**src/hw/rtl/wwoc_pkg.sv**
```systemverilog
package wwoc_pkg;

    // Configuration register indexes
    localparam logic [2:0] REG_KEY_LENGTH  = 3'd0;
    localparam logic [2:0] REG_KEY_BYTES_0 = 3'd1;
    localparam logic [2:0] REG_KEY_BYTES_1 = 3'd2;
    localparam logic [2:0] REG_KEY_BYTES_2 = 3'd3;
    localparam logic [2:0] REG_KEY_BYTES_3 = 3'd4;

    localparam int CFG_INDEX_BITS = 3;
    localparam int CFG_DATA_BITS  = 64;
    localparam int KEY_LEN_BITS   = 6;
    localparam int KEY_WORDS      = 4;
    localparam int KEY_FLAT_BITS  = KEY_WORDS * CFG_DATA_BITS;

    // Front-to-back queue
    localparam int QUEUE_DEPTH = 4;
    localparam int QPTR_BITS   = 2;
    localparam int QCNT_BITS   = 3;

    // Word character ranges
    localparam logic [7:0] CHAR_UPPER_A = 8'h41;
    localparam logic [7:0] CHAR_UPPER_Z = 8'h5A;
    localparam logic [7:0] CHAR_LOWER_A = 8'h61;
    localparam logic [7:0] CHAR_LOWER_Z = 8'h7A;
    localparam logic [7:0] CHAR_DIGIT_0 = 8'h30;
    localparam logic [7:0] CHAR_DIGIT_9 = 8'h39;

    // Classified byte as queued between front and back
    typedef struct packed {
        logic [7:0] data_byte;
        logic       is_word;
        logic       last_byte;
    } item_t;

    function automatic logic is_word_char(input logic [7:0] b);
        return ((b >= CHAR_UPPER_A) && (b <= CHAR_UPPER_Z)) ||
               ((b >= CHAR_LOWER_A) && (b <= CHAR_LOWER_Z)) ||
               ((b >= CHAR_DIGIT_0) && (b <= CHAR_DIGIT_9));
    endfunction

endpackage

```
**src/hw/rtl/wwoc_front.sv**
```systemverilog
module wwoc_front (
    input  logic               aclk,
    input  logic               aresetn,
    input  logic               s_valid,
    output logic               s_ready,
    input  logic [7:0]         s_data_byte,
    input  logic               s_last_byte,
    output logic               q_valid,
    input  logic               q_pop,
    output wwoc_pkg::item_t    q_item
);

    wwoc_pkg::item_t                    slot_reg [wwoc_pkg::QUEUE_DEPTH];
    logic [wwoc_pkg::QPTR_BITS-1:0]     wr_ptr_reg, wr_ptr_next;
    logic [wwoc_pkg::QPTR_BITS-1:0]     rd_ptr_reg, rd_ptr_next;
    logic [wwoc_pkg::QCNT_BITS-1:0]     cnt_reg, cnt_next;
    wwoc_pkg::item_t                    in_item;
    logic                               push;
    logic                               pop;

    assign s_ready = (cnt_reg != wwoc_pkg::QCNT_BITS'(wwoc_pkg::QUEUE_DEPTH));
    assign push    = s_valid && s_ready;
    assign q_valid = (cnt_reg != '0);
    assign pop     = q_pop && q_valid;
    assign q_item  = slot_reg[rd_ptr_reg];

    // classify on the way in
    always_comb begin
        in_item.data_byte = s_data_byte;
        in_item.is_word   = wwoc_pkg::is_word_char(s_data_byte);
        in_item.last_byte = s_last_byte;
    end

    always_comb begin
        wr_ptr_next = push ? wr_ptr_reg + 1'b1 : wr_ptr_reg;
        rd_ptr_next = pop  ? rd_ptr_reg + 1'b1 : rd_ptr_reg;
        cnt_next    = cnt_reg;
        if (push && !pop) begin
            cnt_next = cnt_reg + 1'b1;
        end else if (pop && !push) begin
            cnt_next = cnt_reg - 1'b1;
        end
    end

    always_ff @(posedge aclk) begin
        if (!aresetn) begin
            wr_ptr_reg <= '0;
            rd_ptr_reg <= '0;
            cnt_reg    <= '0;
        end else begin
            wr_ptr_reg <= wr_ptr_next;
            rd_ptr_reg <= rd_ptr_next;
            cnt_reg    <= cnt_next;
        end
    end

    always_ff @(posedge aclk) begin
        if (push) begin
            slot_reg[wr_ptr_reg] <= in_item;
        end
    end

endmodule

```
**src/hw/rtl/wwoc_back.sv**
```systemverilog
module wwoc_back #(
    parameter int MAX_KEY_BYTES = 32,
    parameter int COUNT_BITS    = 16
) (
    input  logic                                  aclk,
    input  logic                                  aresetn,
    input  logic                                  cfg_wr_en,
    input  logic [wwoc_pkg::CFG_INDEX_BITS-1:0]   cfg_index,
    input  logic [wwoc_pkg::CFG_DATA_BITS-1:0]    cfg_wdata,
    input  logic                                  q_valid,
    output logic                                  q_pop,
    input  wwoc_pkg::item_t                       q_item,
    output logic                                  m_valid,
    input  logic                                  m_ready,
    output logic [15:0]                           m_match_count
);

    localparam logic [1:0] MODE_CAND     = 2'd0;
    localparam logic [1:0] MODE_AFTER    = 2'd1;
    localparam logic [1:0] MODE_SKIPWORD = 2'd2;
    localparam logic [1:0] MODE_SKIPSEP  = 2'd3;
    localparam int         LB            = wwoc_pkg::KEY_LEN_BITS;
    localparam int         EXT_BITS      = COUNT_BITS + 16;

    logic [LB-1:0]                          key_length_reg;
    logic [wwoc_pkg::CFG_DATA_BITS-1:0]     key_reg [wwoc_pkg::KEY_WORDS];
    logic [wwoc_pkg::KEY_FLAT_BITS-1:0]     key_flat;

    logic [1:0]             mode_reg, mode_next;
    logic [LB-1:0]          pos_reg, pos_next;
    logic [COUNT_BITS-1:0]  total_reg, total_next;
    logic                   m_valid_reg, m_valid_next;
    logic [COUNT_BITS-1:0]  m_count_reg;
    logic [EXT_BITS-1:0]    count_ext;

    logic [LB-1:0]          eff_len;
    logic [LB-1:0]          pos_cmp;
    logic [LB-1:0]          pos_inc;
    logic [7:0]             key_byte;
    logic                   bump;
    logic                   do_compare;
    logic                   do_after;

    // key bytes and length; the user writes them only while idle, the block does not enforce it
    always_ff @(posedge aclk) begin
        if (!aresetn) begin
            key_length_reg <= LB'(1);
            for (int i = 0; i < wwoc_pkg::KEY_WORDS; i++) begin
                key_reg[i] <= '0;
            end
        end else if (cfg_wr_en) begin
            case (cfg_index)
                wwoc_pkg::REG_KEY_LENGTH:  key_length_reg <= cfg_wdata[LB-1:0];
                wwoc_pkg::REG_KEY_BYTES_0: key_reg[0] <= cfg_wdata;
                wwoc_pkg::REG_KEY_BYTES_1: key_reg[1] <= cfg_wdata;
                wwoc_pkg::REG_KEY_BYTES_2: key_reg[2] <= cfg_wdata;
                wwoc_pkg::REG_KEY_BYTES_3: key_reg[3] <= cfg_wdata;
                default: ;
            endcase
        end
    end

    assign key_flat = {key_reg[3], key_reg[2], key_reg[1], key_reg[0]};

    // zero length acts as one, long lengths clamp
    always_comb begin
        if (key_length_reg == '0) begin
            eff_len = LB'(1);
        end else if (key_length_reg > LB'(MAX_KEY_BYTES)) begin
            eff_len = LB'(MAX_KEY_BYTES);
        end else begin
            eff_len = key_length_reg;
        end
    end

    // a word start out of separators restarts the key at byte 0
    assign pos_cmp  = (mode_reg == MODE_SKIPSEP) ? '0 : pos_reg;
    assign pos_inc  = pos_cmp + 1'b1;
    assign key_byte = key_flat[pos_cmp[4:0]*8 +: 8];

    // results wait in the output register; non-last bytes never stall
    assign q_pop = q_valid && (!q_item.last_byte || !m_valid_reg || m_ready);

    always_comb begin
        mode_next  = mode_reg;
        pos_next   = pos_reg;
        bump       = 1'b0;
        do_compare = 1'b0;
        do_after   = 1'b0;

        unique case (mode_reg)
            MODE_CAND:     do_compare = 1'b1;
            MODE_AFTER:    do_after   = 1'b1;
            MODE_SKIPWORD: begin
                if (!q_item.is_word) begin
                    mode_next = MODE_SKIPSEP;
                end
            end
            MODE_SKIPSEP: begin
                if (q_item.is_word) begin
                    do_compare = 1'b1;
                end
            end
        endcase

        // key shortened below the matched count: key counts as complete
        if (do_compare && (pos_cmp >= eff_len)) begin
            do_compare = 1'b0;
            do_after   = 1'b1;
        end

        if (do_after) begin
            bump      = !q_item.is_word;
            mode_next = q_item.is_word ? MODE_SKIPWORD : MODE_SKIPSEP;
            pos_next  = '0;
        end else if (do_compare) begin
            if (q_item.data_byte == key_byte) begin
                pos_next = pos_inc;
                if (pos_inc >= eff_len) begin
                    mode_next = MODE_AFTER;
                    bump      = q_item.last_byte;
                end else begin
                    mode_next = MODE_CAND;
                end
            end else begin
                mode_next = q_item.is_word ? MODE_SKIPWORD : MODE_SKIPSEP;
                pos_next  = '0;
            end
        end

        total_next = total_reg;
        if (bump && (total_reg != '1)) begin
            total_next = total_reg + 1'b1;
        end
    end

    assign m_valid_next = (q_pop && q_item.last_byte) || (m_valid_reg && !m_ready);

    always_ff @(posedge aclk) begin
        if (!aresetn) begin
            mode_reg    <= MODE_CAND;
            pos_reg     <= '0;
            total_reg   <= '0;
            m_valid_reg <= 1'b0;
        end else begin
            m_valid_reg <= m_valid_next;
            if (q_pop) begin
                if (q_item.last_byte) begin
                    mode_reg  <= MODE_CAND;
                    pos_reg   <= '0;
                    total_reg <= '0;
                end else begin
                    mode_reg  <= mode_next;
                    pos_reg   <= pos_next;
                    total_reg <= total_next;
                end
            end
        end
    end

    always_ff @(posedge aclk) begin
        if (q_pop && q_item.last_byte) begin
            m_count_reg <= total_next;
        end
    end

    assign count_ext     = EXT_BITS'(m_count_reg);
    assign m_valid       = m_valid_reg;
    assign m_match_count = count_ext[15:0];

endmodule

```
**src/hw/rtl/whole_word_occurrence_counter.sv**
```systemverilog
// Whole-word keyword counter. Text bytes stream in on the s_ channel, one
// transaction per byte, with s_last_byte marking the final byte of a buffer.
// The block counts how often the configured keyword occurs as a whole word
// (only ASCII letters and digits are word characters) and, for each last
// byte, returns one m_ transaction carrying the count, saturated at
// 2^COUNT_BITS - 1; bytes that are not last produce nothing. Throughput is
// one byte per clock: the front classifies each byte and places it in a
// four-entry queue, the back runs the scan state machine at one queue entry
// per cycle. A count is raised on m_ at the clock edge where the back takes
// its last byte from the queue. Only a held result blocks the back on the
// next last byte. Write the keyword through cfg_wr_en / cfg_index /
// cfg_wdata only while the block is idle: index 0 is the key length
// (1..MAX_KEY_BYTES, 0 acts as 1), indexes 1..4 hold key bytes 0..31 with
// the lowest byte in the low bits. After each last byte the scan state and
// count restart; the key is kept.
module whole_word_occurrence_counter #(
    parameter int MAX_KEY_BYTES = 32,
    parameter int COUNT_BITS    = 16
) (
    input  logic                                 aclk,
    input  logic                                 aresetn,

    // configuration write port
    input  logic                                 cfg_wr_en,
    input  logic [wwoc_pkg::CFG_INDEX_BITS-1:0]  cfg_index,
    input  logic [wwoc_pkg::CFG_DATA_BITS-1:0]   cfg_wdata,

    // text byte stream
    input  logic                                 s_valid,
    output logic                                 s_ready,
    input  logic [7:0]                           s_data_byte,
    input  logic                                 s_last_byte,

    // per-buffer count
    output logic                                 m_valid,
    input  logic                                 m_ready,
    output logic [15:0]                          m_match_count
);

    // queue between front and back
    logic               q_valid;
    logic               q_pop;
    wwoc_pkg::item_t    q_item;

    // front: classify bytes, buffer them
    wwoc_front u_front (
        .aclk        (aclk),
        .aresetn     (aresetn),
        .s_valid     (s_valid),
        .s_ready     (s_ready),
        .s_data_byte (s_data_byte),
        .s_last_byte (s_last_byte),
        .q_valid     (q_valid),
        .q_pop       (q_pop),
        .q_item      (q_item)
    );

    // back: key match state machine, counter, result register
    wwoc_back #(
        .MAX_KEY_BYTES (MAX_KEY_BYTES),
        .COUNT_BITS    (COUNT_BITS)
    ) u_back (
        .aclk          (aclk),
        .aresetn       (aresetn),
        .cfg_wr_en     (cfg_wr_en),
        .cfg_index     (cfg_index),
        .cfg_wdata     (cfg_wdata),
        .q_valid       (q_valid),
        .q_pop         (q_pop),
        .q_item        (q_item),
        .m_valid       (m_valid),
        .m_ready       (m_ready),
        .m_match_count (m_match_count)
    );

endmodule

```
**config.mk**
```make
export PLATFORM = sky130hd
export DESIGN_NAME = whole_word_occurrence_counter
export DESIGN_NICKNAME = d
export VERILOG_FILES = /design/src/hw/rtl/wwoc_pkg.sv /design/src/hw/rtl/wwoc_front.sv /design/src/hw/rtl/wwoc_back.sv /design/src/hw/rtl/whole_word_occurrence_counter.sv
export SDC_FILE = /design/constraint.sdc
export NUM_CORES = 1
export LEC_CHECK = 0
export ABC_CLOCK_PERIOD_IN_PS = 16300
export BUFFER_PORTS_ARGS = -buffer_cell sky130_fd_sc_hd__buf_4
export CAP_MARGIN = 5
export CORE_UTILIZATION = 44
export CTS_CLUSTER_DIAMETER = 200
export DETAILED_ROUTE_END_ITERATION = 8
export PLACE_DENSITY = 0.61
export SETUP_SLACK_MARGIN = 0.02
export SYNTH_ARGS = -nofsm -noshare
export SYNTH_HDL_FRONTEND = slang
export SYNTH_SLANG_ARGS = --single-unit
```
**constraint.sdc**
```tcl
create_clock -name aclk -period 16.3 [get_ports aclk]
set_input_delay 3.26 -clock aclk [delete_from_list [all_inputs] [get_ports aclk]]
set_output_delay 3.26 -clock aclk [all_outputs]
set_load 0.05 [all_outputs]
```
==> flow_summary.ini <==
[floorplan]
top_level_ports = 99
die_h_um = 197.3
rows = 71
die_w_um = 197.3
dieArea_um2 = 38920
fp.coreArea_um2 = 37580
initial_core_util = 0.4465

[detailed_routing]
vias_per_cell = 5.512
num_vias = 10721
drt_iter0_drc = 694
drc = 0
ant_nets = 0
dr.pass1.iters = 7
wire_per_inst_um = 20.32
wirelength_um = 39520

[global_route]
antenna_found_initial = 1
grt_max_degree = 65
grt_pass1_vias = 10836
grt_use_total = 0.2084
gr-total-overflow = 0
grt_pass1_wl_um = 61330

[clock_tree]
cts_resized = 0
clock_sinks = 352
cts_hold_buf = 0
clk-insertion-delay-late_ps = 540
clockRootBuffer = clkbuf_16
cts.htree.levels = 2
cts_setup_buffers = 0
tritoncts = yes
clk_pin_slew_ps = 60
numCtsBuffers = 39
cts_buffer_depth = 3

[pwr]
irDropWorstVdd_mv = 0.05987
power_density_nw_per_um2 = 119.3
p_leak_nw = 6.797

[logic_synthesis]
synth_area_um2 = 16780
ys_ff_latch = 352
synthesis.nets = 1442
synthArstFlopShare = 0
yosys_most_used_dff = edfxtp_1
synth_edf_count = 312
seq_area_frac_synth = 0.6061
yosysTopAreaCell = edfxtp_1
synthTopCellsByArea = edfxtp_1 (56%), and2_1 (9.9%), dfxtp_1 (4.8%), mux2i_1 (2.7%), ha_1 (1.7%)
synth_top_area_share = 0.5583
synth_warnings = 0
synth_cell_type_count = 68
syn_inst = 1337
syn_area_per_cell_um2 = 12.55

[critical_path]
crit_path_start_kind = flop
slowest_delay_ps = 630
cp_data_required_time_ps = 16720
endpoint_kind = flop
crit_fanout = 48
cp_common_cell = buf_4
cpMaxStageDelayCell = buf_4
crit_type = reg -> reg
arrival_ps = 5850
ff2ff_path_depth = 13
crit_chain = buf_4 -> buf_4 -> or2_1 -> buf_4 -> o32ai_1 -> o31ai_1 -> a21oi_1 -> nor4b_1 -> o2111ai_1 -> a2111oi_4 -> o21a_1 -> nand3_1 -> a311o_1

[layout]
areaGrowthSynthToFinish_pct = 14.17
fin_area_um2 = 19160
largest_reg_flops = 256
layout-drive-gt1-share = 0.1563
final_nets = 1510

[sta]
tightest_slew_ps = 1194
hold_violations = 0
fin_crit_sh = 0.3332
finalSetupTns_ps = 0
final_max_slew_viol_count = 0
slew_headroom = 0.1998
period_minus_slack_ps = 5432
finalSetupViolations = 0
rsz0062_at_grt = no
clock-skew-final_ps = 12.81
timing.fmax_mhz = 184.1

[run]
drv_cap = 0

[run_status]
status = finished clean

[place]
gp_routability_congestion = 0.8112
hpwlAfterDp_um = 24420
placed_area_um2 = 17940
port_buffers = 98

[min_path]
min_delay_path_depth = 2
hold_class = reg -> reg
==> path summary, 6_finish.rpt <==
kind                     start                  end  slack (ps)
min reg2reg  u_back.pos_reg[4]    u_back.pos_reg[4]         490
max          u_back.pos_reg[0]  u_back.total_reg[3]       10870
min          u_back.pos_reg[4]    u_back.pos_reg[4]         490
max reg2reg  u_back.pos_reg[0]  u_back.total_reg[3]       10870
==> through the flow <==
stage	power, mW	util	instances	hold slack (ps)	setup WS, ps
finish	2.285	0.5098	1945	488.4	10870
global route	2.377	0.5098	1945	503.6	10430
detailed placement	1.456	0.4773	1875	473.3	10880
CTS	2.307	0.5097	1944	479.8	10840
floorplan	1.343	-	1337	442.4	7669
global placement	1.452	0.4773	1875	471.5	11010
==> cell usage in the layout, fill, tap and decap left out, types with 8 or more instances in the layout <==
cell | netlist | routed
clkinv_1 | 0 | 11
mux2i_1 | 45 | 45
xor2_1 | 16 | 16
mux2_1 | 14 | 14
a21oi_1 | 23 | 23
nand4_1 | 11 | 11
ha_1 | 23 | 22
a211oi_1 | 15 | 15
edfxtp_1 | 312 | 312
buf_4 | 5 | 113
xnor2_1 | 12 | 12
or3b_1 | 8 | 8
o22ai_1 | 8 | 8
and2_1 | 265 | 265
nand3_1 | 23 | 23
a221oi_1 | 15 | 15
nand2_1 | 75 | 72
inv_1 | 16 | 16
nand2b_1 | 10 | 10
nor2_1 | 73 | 70
a22oi_1 | 14 | 14
o221ai_1 | 19 | 19
o31ai_1 | 17 | 17
clkbuf_16 | 0 | 39
o32ai_1 | 29 | 29
o21ai_0 | 26 | 25
dfxtp_1 | 40 | 39
mux4_2 | 10 | 10
mux2_2 | 14 | 14
o211ai_1 | 11 | 11
and3_1 | 13 | 13
==> cell usage after synthesis, drive strengths merged, types with 14 or more instances <==
library cell  count
mux2             29
dfxtp            40
o221ai           19
clkbuf           50
nand2            75
a21oi            23
nand3            23
o21ai            27
o31ai            17
and2            265
or3b             14
mux2i            45
ha               23
xor2             16
inv              19
a211oi           15
a221oi           15
edfxtp          312
buf              36
o32ai            29
nor2             75
a22oi            14
==> logic make-up (layout without fill, tap and decap cells) <==
kind of cell	Yosys count	count (layout)	synth area share
muxes	84	84	0.05995
xor gates and xnor gates	28	28	0.01461
adders and majority gates	24	24	0.01834
and+or+nand+nor	535	535	0.1803
AOI/OAI and AO/OA	209	209	0.09269
buffers and inverters	105	201	0.02804
other	0	1	0
DFF	352	352	0.6061
==> layout make-up <==
class / count / area (um^2)
antenna: 1 / 2.502
clock buffer: 45 / 998.5
clock inverter: 24 / 220.2
fill: 3254 / 18420
inverter: 19 / 71.32
multi-input combinational: 880 / 6203
sequential: 352 / 10170
tap: 511 / 639.4
timing repair buffer: 113 / 848.3
==> layer usage <==
| layer | track usage | part of all wire |
|---|---|---|
| met5 | 0 | 0 |
| met4 | 0.08642 | 0.033 |
| met3 | 0.03142 | 0.043 |
| met2 | 0.3522 | 0.49 |
| met1 | 0.2672 | 0.44 |
==> critical path: cells and delay by family (launching register included) <==
kind | cells | cell delay (ps)
AOI/OAI and AO/OA | 7 | 2240
buffers and inverters | 3 | 1540
DFF | 1 | 610
and+or+nand+nor | 3 | 860
==> report_power, final <==
part / switching, mW / total (mW) / internal [mW]
Clock: 0.349 / 0.851 / 0.502
Sequential: 0.0377 / 1.10 / 1.06
Combinational: 0.217 / 0.332 / 0.114
(Power assumes the default switching activity.)
